$ cat config.mk
export PLATFORM = sky130hd
export DESIGN_NAME = mhpq_cell
export DESIGN_NICKNAME = d
export VERILOG_FILES = /design/src/rtl/core/mhpq_pkg.sv /design/src/rtl/core/mhpq_cell.sv
export SDC_FILE = /design/constraint.sdc
export NUM_CORES = 1
export LEC_CHECK = 0
export BUFFER_PORTS_ARGS = -buffer_cell sky130_fd_sc_hd__buf_4
export CAP_MARGIN = 15
export CELL_PAD_IN_SITES_DETAIL_PLACEMENT = 1
export CELL_PAD_IN_SITES_GLOBAL_PLACEMENT = 2
export CORE_MARGIN = 8
export CORE_UTILIZATION = 22
export CTS_CLUSTER_SIZE = 10
export DETAILED_ROUTE_END_ITERATION = 8
export GPL_ROUTABILITY_DRIVEN = 0
export PLACE_DENSITY_LB_ADDON = 0.1
export RECOVER_POWER = 25
export SETUP_SLACK_MARGIN = 0.15
export SYNTH_ARGS = -nofsm -noshare
export SYNTH_HDL_FRONTEND = slang
export SYNTH_SLANG_ARGS = --single-unit
export TNS_END_PERCENT = 5
$ cat constraint.sdc
create_clock -name clk -period 3.1 [get_ports clk]
set_input_delay 0.155 -clock clk [delete_from_list [all_inputs] [get_ports clk]]
set_output_delay 0.155 -clock clk [all_outputs]
set_load 0.02 [all_outputs]
$ cat src/rtl/core/mhpq_pkg.sv
package mhpq_pkg;

	// Number of entries the queue can hold.
	localparam int DEPTH = 256;
	// Width of the entry count, wide enough to hold DEPTH itself.
	localparam int CNT_W = $clog2(DEPTH + 1);
	// Width of one stored value.
	localparam int VAL_W = 32;

	// Operation codes carried on the mode input.
	localparam logic MODE_INSERT = 1'b0;
	localparam logic MODE_REMOVE = 1'b1;

	// Result status codes.
	localparam logic [1:0] ST_OK    = 2'd0;
	localparam logic [1:0] ST_FULL  = 2'd1;
	localparam logic [1:0] ST_EMPTY = 2'd2;

	// Command broadcast to every cell of the chain in the cycle of a transfer.
	typedef struct packed {
		logic             ins;
		logic             rem;
		logic [VAL_W-1:0] value;
	} cell_ctl_t;

endpackage

$ cat src/rtl/core/mhpq_cell.sv
module mhpq_cell (
	input  logic                       clk,
	input  mhpq_pkg::cell_ctl_t        ctl,
	input  logic                       occupied,
	input  logic                       prev_ge,
	input  logic [mhpq_pkg::VAL_W-1:0] prev_data,
	input  logic [mhpq_pkg::VAL_W-1:0] next_data,
	output logic                       ge,
	output logic [mhpq_pkg::VAL_W-1:0] data
);
	import mhpq_pkg::*;

	logic [VAL_W-1:0] data_q;

	// The chain is kept sorted in descending order, so the cells that hold a
	// value at least as large as the new one form a prefix.
	assign ge   = occupied && (data_q >= ctl.value);
	assign data = data_q;

	always_ff @(posedge clk) begin
		if (ctl.ins) begin
			if (!ge) begin
				data_q <= prev_ge ? ctl.value : prev_data;
			end
		end else if (ctl.rem) begin
			data_q <= next_data;
		end
	end

endmodule

Word-level counts from Yosys, hierarchy flattened:

Index checks and enable logic that the tools add are counted.

* bits in registers: 32
* logic and storage cells: 10

* $lt $le $gt $ge: 1
* equality and inequality tests: 1
* mux-type cells: 4
* reductions and logical operators: 3

Operators with widths (number)
* 32-bit two-way mux: 4
* 32-bit greater-or-equal comparator: 1
* 2-bit != test (second input constant): 1
* 2-bit AND reduction: 1
* 2-bit nonzero test: 1
* 1-bit logical AND: 1

Longest topological paths before layout:

Gate-level depths: netlist (run 1).

* word-level depth: 4
* mapped depth: 7
* mapped depth without buffers: 7

Least setup slack after synthesis (run 1):

OpenSTA, ideal clock, no wires.

* path kind: flip-flop to flip-flop
* start point: reg data_q[0], in the netlist data[0]
* end point: reg data_q[0], in the netlist data[0] (enable)
* library setup time: 0.425 ns
* arrival: 2.944 ns
* required time: 2.675 ns
* setup slack: -0.269 ns
* stages on the path, launching flop included: 8
* clock period less this slack: 3.369 ns
* cells stage by stage: edfxtp_1 -> inv_1 -> ha_1 -> nand2b_1 -> a2111oi_0 -> or4b_1 -> a31oi_1 -> o21ai_1

* word-level cells in the longest chain between the ends: 4

Ends and longest elaborated chain
* from (decl): line mhpq_cell.sv:13 `logic [VAL_W-1:0] data_q;`
* from (signal assigned): line mhpq_cell.sv:23 `data_q <= prev_ge ? ctl.value : prev_data;`
* from (signal assigned): line mhpq_cell.sv:26 `data_q <= next_data;`
* 32-bit greater-or-equal comparator: line mhpq_cell.sv:17 `assign ge = occupied && (data_q >= ctl.value);`
* 1-bit logical AND: line mhpq_cell.sv:17
* 2-bit != test (no line)
* 2-bit AND reduction (no line)

No other way between the ends.
A chain may end at the register's enable or synchronous reset.

Final worst setup path (run 1):

* start point: reg data_q[14], in the netlist data[14]
* end point: out ge

* word-level cells in the longest chain between the ends: 2

Ends and longest elaborated chain
* 32-bit greater-or-equal comparator: line mhpq_cell.sv:17
* 1-bit logical AND: line mhpq_cell.sv:17
* to (decl): line mhpq_cell.sv:8 `output logic ge,`

No other way between the ends.

==> flow_metrics.tcl, run 1 <==
set metrics [dict create \
    outcome "finished, violations left" \
    violations "max-capacitance violations, max-slew violations" \
    rows 38 \
    clockBufferDepth 2 \
    pin_count 134 \
    drtIter0Drc 57 \
    post-route-period-util_pct 85.1 \
    root_buffer "clkbuf_8" \
    drive_above_1_share_pct 34.2 \
    dieArea_um2 14700 \
    syn_inst 257 \
    ys_seq_area_share_pct 39.5 \
    cts_buffers 5 \
    min_path_type "primary input to flop" \
    startpoint_type "flop" \
    io_buffers 133 \
    min_period_ns 2.64 \
    p_leak_nw 1.77 \
    power_density_nw_per_um2 379 \
    dr.pass1.iters 4 \
    maxCapViolations 1 \
    cp.arrival_ns 2.48 \
    syn_area_um2 2430 \
    hold_viol_final 0 \
    whs_ns 0.194 \
    fin_setup_tns_ns 0 \
    ir_drop_uv 156 \
    nets 521 \
    grt_max_degree 67 \
    track_usage_pct 11.3 \
    tightest_slew_ns 2.47 \
    ys_types 24 \
    antenna_found_initial 0 \
    wl_um 8290 \
    syn_avg_cell_area_um2 9.46 \
    grt_pass1_wl_um 13200 \
    intPower_mw 0.935 \
    syn_nets 390 \
    critPathRequiredTime_ns 2.94 \
    setup_viol 0 \
    drc 0 \
    synth-xor-area-share_pct 0 \
    slew_viol_final 33 \
    vias 2295 \
    fin_total_pwr_mw 1.38 \
    max_freq_ghz 0.379 \
    clkTransAtPathRegs_ns 0.07 \
    ant_nets 0 \
    postCtsHoldBufs 0 \
    ys_warn_count 0 \
    fp.dieW_um 121 \
    grt_overflow 0 \
    die_h_um 121 \
    htreeDepth 2 \
    rsz0062_at_grt "no" \
    largest_reg_flops 32 \
    synth_compound_area_share_pct 12.6 \
    crit_path_end_kind "output pin" \
    grt_pass1_vias 2596 \
    fp.coreArea_um2 10800 \
    synthToLayoutAreaGrowth_pct 49.4 \
    synth_mux_area_share_pct 13.6 \
    p_sw_mw 0.441 \
    path_class "flop to output pin" \
    synth-seq-cells 32 \
    clock_skew_ns 0.00500 \
    start_util_pct 22.5 \
    cts_tree "built" \
    wl_per_cell_um 15.7 \
    hpwl_um 6880 \
    yosys.area_share.adder_pct 16.5 \
    synth_top_family_by_area "adder cells" \
    switching_share_pct 32.0 \
    antennaDiodeCount 0 \
    postCtsSetupRepairBufs 0 \
    yosys.area_share.simple_pct 10.9 \
    clock_latency_ns 0.28 \
    vias_per_cell 4.34 \
    cts_resized 0 \
    clkSinkCount 32 \
    max-slew-margin-rel_pct -64.7 \
    path_max_fanout 3 \
    p_seq_share_pct 41.4 \
    power_frac_comb_pct 36.1 \
    clock_power_share_pct 22.5 \
]
[Yosys cell counts]
master / instances / share of area, %
a2111oi_0: 1 / 0.36
a21oi_1: 45 / 9.3
a221oi_1: 1 / 0.36
a2bb2oi_1: 1 / 0.36
a31oi_1: 1 / 0.26
buf_1: 1 / 0.15
buf_2: 3 / 0.62
clkbuf_1: 7 / 1.1
edfxtp_1: 32 / 40
ha_1: 32 / 16
inv_1: 33 / 5.1
mux2i_1: 33 / 14
nand2_1: 9 / 1.4
nand2b_1: 2 / 0.51
nand3_1: 3 / 0.62
nand4_1: 7 / 1.8
nor2_1: 34 / 5.2
nor3_1: 1 / 0.21
nor3_2: 1 / 0.41
o21a_1: 3 / 0.93
o21ai_0: 4 / 0.82
o21ai_1: 1 / 0.21
or4_1: 1 / 0.31
or4b_1: 1 / 0.41
[power groups by stage]
stage / Combinational, mW / Sequential (mW) / Clock [mW]
6_report: 0.497 / 0.570 / 0.309
5_1_grt: 0.562 / 0.576 / 0.348
4_1_cts: 0.521 / 0.571 / 0.332
3_5_place_dp: 0.518 / 0.580 / 0
3_3_place_gp: 0.514 / 0.577 / 0
2_1_floorplan: 0.197 / 0.639 / 0
[cells by family (layout without fill, tap and decap cells)]
| kind of cell | after synthesis | after routing |
|---|---|---|
| AOI/OAI and AO/OA | 57 | 57 |
| adders and majority gates | 32 | 32 |
| buffers and inverters | 44 | 176 |
| DFF | 32 | 32 |
| muxes | 33 | 33 |
| and+or+nand+nor | 59 | 59 |
[cell type report]
cell class | instances | area [um2]
Clock buffer | 7 | 76.3
Clock inverter | 1 | 3.75
Inverter | 33 | 124
Fill cell | 1280 | 7160
Tap cell | 140 | 175
Timing Repair Buffer | 135 | 980
Multi-Input combinational cell | 181 | 1310
Sequential cell | 32 | 961
[through the flow]
| step | area (um2) | cells | setup slack (ns) | util (%) |
|---|---|---|---|---|
| 2_1_floorplan | 2430 | 257 | 0.315 | - |
| 5_1_grt | 3630 | 529 | 0.271 | 33.7 |
| 3_3_place_gp | 3590 | 521 | 0.598 | 33.2 |
| 4_1_cts | 3670 | 529 | 0.364 | 34.0 |
| 6_report | 3630 | 529 | 0.461 | 33.7 |
| 3_5_place_dp | 3590 | 521 | 0.510 | 33.2 |
[critical path: stages, from the launching register on]
cell and delay [ns]:
edfxtp_1 0.39, ha_1 0.33, nand4_1 0.15, nor3_2 0.23
or4b_1 0.46, a31oi_1 0.30, o21a_1 0.20, buf_4 0.15
[worst paths after layout]
kind            startpoint  cells past startpoint  endpoint  slack (ns)
max reg2reg       data[14]                      7   data[8]        0.63
max               data[14]                      7        ge        0.46
min          next_data[23]                      3  data[23]        0.19
min reg2reg       data[31]                      5  data[30]        1.14
[per-layer routing]
layer	GRT usage, %	up-vias	share of wire (%)
li1	-	1182	-
met1	12.9	1038	42
met2	19.6	70	50
met3	4.19	5	7.1
met4	2.58	0	0.88
met5	0	-	0
[placed cells by master (no fill, tap or decap)]
master     count
a2111oi_0      1
a21oi_1       45
a221oi_1       1
a2bb2oi_1      1
a31oi_1        1
buf_4        126
clkbuf_1      11
clkbuf_8       5
clkinv_1       1
edfxtp_1      32
ha_1          32
inv_1         33
mux2i_1       33
nand2_1        9
nand2b_1       2
nand3_1        3
nand4_1        7
nor2_1        34
nor3_1         1
nor3_2         1
o21a_1         3
o21ai_0        4
o21ai_4        1
or4_1          1
or4b_1         1
Power figures use the tool's default switching activity.
==> run 2: changes to the inputs <==
--- a/config.mk
+++ b/config.mk
@@ -10,7 +10,7 @@
 export CELL_PAD_IN_SITES_DETAIL_PLACEMENT = 1
 export CELL_PAD_IN_SITES_GLOBAL_PLACEMENT = 2
 export CORE_MARGIN = 8
-export CORE_UTILIZATION = 22
+export CORE_UTILIZATION = 27
 export CTS_CLUSTER_SIZE = 10
 export DETAILED_ROUTE_END_ITERATION = 8
 export GPL_ROUTABILITY_DRIVEN = 0
==> constraint.sdc (replaced) <==
create_clock -name clk -period 3.25 [get_ports clk]
set_input_delay 0.1625 -clock clk [delete_from_list [all_inputs] [get_ports clk]]
set_output_delay 0.1625 -clock clk [all_outputs]
set_load 0.02 [all_outputs]
==> run 2 against run 1 <==
  * Highest routed layer unchanged
  * Power is 5.2% lower
  * Largest power group unchanged
  * Non-clock buffer count stayed put
  * Critical path depth stayed put
  * Largest cell class unchanged
  * The flow still finishes with violations (max-capacitance violations, max-slew violations)
  * Cell area is 1.3% lower
==> flow_metrics.tcl, run 2 (same netlist as run 1, synthesis figures left out) <==
set metrics [dict create \
    outcome "finished, violations left" \
    violations "max-capacitance violations, max-slew violations" \
    hpwl_um 6550 \
    grt_pass1_wl_um 12700 \
    fin_util_pct 41.1 \
    pin_count 134 \
    drc 0 \
    clock_latency_ns 0.28 \
    fin_ws_ns 0.610 \
    max_stage_delay_ns 0.47 \
    clockBufferDepth 2 \
    min_path_type "primary input to flop" \
    min_period_ns 2.64 \
    antenna_found_initial 0 \
    io_buffers 133 \
    ir_drop_uv 152 \
    clock_skew_ns 0.00566 \
    slew_viol_final 33 \
    power_density_nw_per_um2 364 \
    postCtsSetupRepairBufs 0 \
    vias_per_cell 4.63 \
    place_ws_ns 0.739 \
    final_common_cell "buf_4" \
    rsz0062_at_grt "no" \
    fp.coreArea_um2 8720 \
    fillCellCount 1056 \
    clkSinkCount 32 \
    crit_path_end_kind "output pin" \
    register_area_um2 961 \
    die_h_um 111 \
    start_util_pct 27.9 \
    track_usage_pct 12.5 \
    path_delay_family "simple AND/OR/NAND/NOR gates" \
    tightest_slew_ns 2.52 \
    fin_setup_tns_ns 0 \
    drtIter0Drc 39 \
    wl_um 7910 \
    max_freq_ghz 0.379 \
    p_leak_nw 1.76 \
    cts_tree "built" \
    clkTransAtPathRegs_ns 0.07 \
    cp.arrival_ns 2.48 \
    dieArea_um2 12300 \
    path_class "flop to output pin" \
    worst-path-buf-inv 1 \
    final_cell_mix "123 x buf_4, 45 x a21oi_1, 34 x nor2_1" \
    fp.dieW_um 111 \
    largest_reg_flops 32 \
    vias 2299 \
    grt_max_degree 67 \
    hold_viol_final 0 \
    post-route-period-util_pct 81.2 \
    critPathRequiredTime_ns 3.09 \
    synthToLayoutAreaGrowth_pct 47.4 \
    grt_overflow 0 \
    dr.pass1.iters 4 \
    startpoint_type "flop" \
    antennaDiodeCount 0 \
    multi_input_area_um2 1310 \
    maxCapViolations 1 \
    rows 34 \
    grt_pass1_vias 2561 \
    final_cell_count_no_fill 497 \
    cts_buffers 5 \
    nets 521 \
    cts_resized 0 \
    htreeDepth 2 \
    setup_viol 0 \
    drive_above_1_share_pct 33.9 \
    postCtsHoldBufs 0 \
    path_max_fanout 3 \
    dpl.cell_count 489 \
    cp_slowest_cell "or4b_1" \
    wl_per_cell_um 15.9 \
    max-slew-margin-rel_pct -68.1 \
    crit_chain "ha_1, nand4_1, nor3_2, or4b_1, a31oi_1, o21a_1, buf_4" \
    root_buffer "clkbuf_8" \
    ant_nets 0 \
]
-- run 2: changes by cell type in the layout (fill, tap and decap cells not counted) --
cell	before	now
clkbuf_1	11	12
clkinv_2	0	2
buf_4	126	123
-- run 2: worst paths after layout --
check               startpoint  endpoint  slack [ns]  cells past startpoint
setup reg to reg       data[0]  data[20]        0.73                      8
setup / recovery      data[14]        ge        0.61                      7
hold reg to reg       data[31]   data[9]        1.13                      5
hold / removal    next_data[9]   data[9]        0.20                      3
-- run 2: layer usage --
layer / global-route usage [%] / share of wire [%] / up-vias
li1: - / - / 1180
met1: 15.0 / 44 / 1037
met2: 20.2 / 46 / 78
met3: 5.63 / 9.2 / 4
met4: 2.43 / 0.70 / 0
met5: 0 / 0 / -
-- run 2: area by class of cell --
cell class                 count  area share, %
clock inverter                 3          0.384
timing repair buffer         135           27.0
multi-input combinational    181           36.6
tap                          108           3.77
clock buffer                   5           1.92
inverter                      33           3.46
sequential                    32           26.8
-- run 2: power by group --
part / total (mW) / switching [mW] / internal, mW
Sequential: 0.544 / 0.0260 / 0.518
Clock: 0.295 / 0.150 / 0.145
Combinational: 0.466 / 0.245 / 0.221
-- run 2: through the flow --
stage	cell area [um2]	power (mW)	hold slack, ns
final	3580	1.30	0.201
after global routing	3580	1.39	0.204
after CTS	3630	1.34	0.190
after detailed placement	3550	1.04	0.490
after global placement	3550	1.03	0.486
after floorplan	2430	0.798	0.388
-- run 2: worst register-to-register path, cell delays in order (launching register included) --
cell and delay, ns:
edfxtp_1 0.40, inv_1 0.07, ha_1 0.21, nand2b_1 0.13
a2111oi_0 0.55, or4b_1 0.22, a31oi_1 0.14, o21ai_4 0.18
buf_4 0.30
==> run 3: changes to the inputs <==
--- a/config.mk
+++ b/config.mk
@@ -10,7 +10,7 @@
 export CELL_PAD_IN_SITES_DETAIL_PLACEMENT = 1
 export CELL_PAD_IN_SITES_GLOBAL_PLACEMENT = 2
 export CORE_MARGIN = 8
-export CORE_UTILIZATION = 27
+export CORE_UTILIZATION = 22
 export CTS_CLUSTER_SIZE = 10
 export DETAILED_ROUTE_END_ITERATION = 8
 export GPL_ROUTABILITY_DRIVEN = 0
==> constraint.sdc (replaced) <==
create_clock -name clk -period 2.2 [get_ports clk]
set_input_delay 0.11 -clock clk [delete_from_list [all_inputs] [get_ports clk]]
set_output_delay 0.11 -clock clk [all_outputs]
set_load 0.02 [all_outputs]
==> run 3 against run 2 <==
  * Critical path depth unchanged
  * Power rose by 58%
  * Combinational power is 74% higher
  * Worst hold slack got worse by 0.057 ns
  * Flip-flop and latch count stayed put
  * Cell area rose by 9.9%
  * The run ends with negative setup slack left
  * Sequential share of layout area fell by 2.4 points
  * Global-route usage down 0.78 points
  * Clock power is 48% higher
==> flow_metrics.tcl, run 3 (same netlist as run 1, synthesis figures left out) <==
set metrics [dict create \
    nets 541 \
    cts_tree "built" \
    ir_drop_uv 179 \
    final_cell_mix "145 x buf_4, 44 x a21oi_1, 34 x nor2_1" \
    clock_latency_ns 0.28 \
    fp.coreArea_um2 10800 \
    vias 2374 \
    postLayoutCellArea_um2 3940 \
    path_class "flop to output pin" \
    wl_um 8700 \
    tightest_slew_ns 1.16 \
    max_stage_delay_ns 0.49 \
    path_max_fanout 2 \
    outcome "finished, violations left" \
    dieArea_um2 14700 \
    grt_pass1_vias 2746 \
    hold_viol_final 0 \
    setup_viol 33 \
    die_h_um 121 \
    largest_reg_flops 32 \
    slew_viol_final 0 \
    antenna_found_initial 0 \
    min_path_type "primary input to flop" \
    dpl_cell_area_um2 3800 \
    antennaDiodeCount 0 \
    grt_pass1_wl_um 13800 \
    min_period_ns 2.39 \
    intPower_mw 1.40 \
    dr.pass1.iters 4 \
    violations "negative setup slack" \
    cp_slowest_cell "or4b_4" \
    clkSinkCount 32 \
    fin_total_pwr_mw 2.06 \
    startpoint_type "flop" \
    dpl.cell_count 540 \
    fillCellCount 1267 \
    max-slew-margin-rel_pct 22.7 \
    post-route-period-util_pct 108 \
    cp.arrival_ns 2.28 \
    whs_ns 0.144 \
    rsz0062_at_grt "yes" \
    power_frac_comb_pct 39.5 \
    drc 0 \
    synthToLayoutAreaGrowth_pct 62.0 \
    rows 38 \
    htreeDepth 2 \
    grt_overflow 0 \
    final_common_cell "buf_4" \
    p_leak_nw 1.90 \
    hpwl_um 7260 \
    clock_skew_ns 0.00493 \
    cts_buffers 5 \
    maxCapViolations 0 \
    critPathRequiredTime_ns 2.09 \
    multi_input_area_um2 1430 \
    fp.dieW_um 121 \
    root_buffer "clkbuf_8" \
    pin_count 134 \
    drtIter0Drc 28 \
    ant_nets 0 \
    clockBufferDepth 2 \
    crit_path_end_kind "output pin" \
    final_cell_count_no_fill 548 \
    fin_ws_ns -0.186 \
    fin_util_pct 36.5 \
    switching_share_pct 32.2 \
    wl_per_cell_um 15.9 \
    drive_above_1_share_pct 41.4 \
    grt_max_degree 51 \
    p_seq_share_pct 39.3 \
    start_util_pct 22.5 \
    register_area_um2 961 \
    clkTransAtPathRegs_ns 0.07 \
    p_sw_mw 0.662 \
    vias_per_cell 4.33 \
    io_buffers 133 \
    crit_chain "ha_4, nand4_1, nor3_2, or4b_4, a31oi_4, o21a_1, buf_6" \
    clock_power_share_pct 21.2 \
    max_freq_ghz 0.419 \
    power_density_nw_per_um2 522 \
    track_usage_pct 11.7 \
]
## run 3: cell count changes in the layout (fill, tap and decap cells not counted), sizes merged
cell	previous run	this run
buf	123	148
clkbuf	17	13
clkinv	3	1
## run 3: final timing paths
kind	cells after the start	slack [ns]	to	start
worst max register to register	7	-0.04	data[5]	data[15]
worst min register to register	5	1.15	data[31]	data[31]
worst min-delay path	3	0.14	data[20]	next_data[20]
worst max-delay path	7	-0.19	ge	data[15]
## run 3: through the flow
stage,worst slack (ns),setup TNS (ns)
after global placement,-0.237,-7.29
after detailed placement,-0.305,-9.44
after CTS,-0.210,-1.41
final,-0.186,-1.14
after global routing,-0.354,-6.05
after floorplan,-0.259,-8.31
## run 3: cell type report
cell class | count | share of cell area, %
Clock buffer | 6 | 1.84
Clock inverter | 1 | 0.127
Inverter | 33 | 3.14
Multi-Input combinational cell | 181 | 36.4
Sequential cell | 32 | 24.4
Tap cell | 140 | 4.45
Timing Repair Buffer | 155 | 29.6
## run 3: repair_timing
action,4_1_cts,5_1_grt
hold buffers,0,0
pin swaps,2,0
setup endpoints to repair,33,33
gates resized for setup,9,3
endpoints found under the hold margin,0,0
buffers inserted,1,0
## run 3: critical path, delay by kind of cell (launching register included)
kind / cells / cell delay (ns)
AO/OA/AOI/OAI: 2 / 0.33
adder cells (fa/ha/maj): 1 / 0.30
buffers and inverters: 1 / 0.12
flip-flops: 1 / 0.44
AND/OR/NAND/NOR: 3 / 0.80
## run 3: power by group through the flow
stage	Combinational, mW	Sequential, mW	Clock (mW)
after floorplan	0.293	0.902	0
after global placement	0.808	0.817	0
after detailed placement	0.813	0.822	0
after CTS	0.839	0.809	0.460
after global routing	0.906	0.818	0.480
final	0.813	0.809	0.436
## run 3: routing by layer
metal  wire, um  share of wire [%]  track usage (%)  up-vias
met4         39               0.45             2.34        0
met1       3730                 43             13.7     1082
met5          0                  0                0        -
li1           -                  -                -     1220
met3        614                7.1             4.00        2
met2       4320                 50             20.4       70
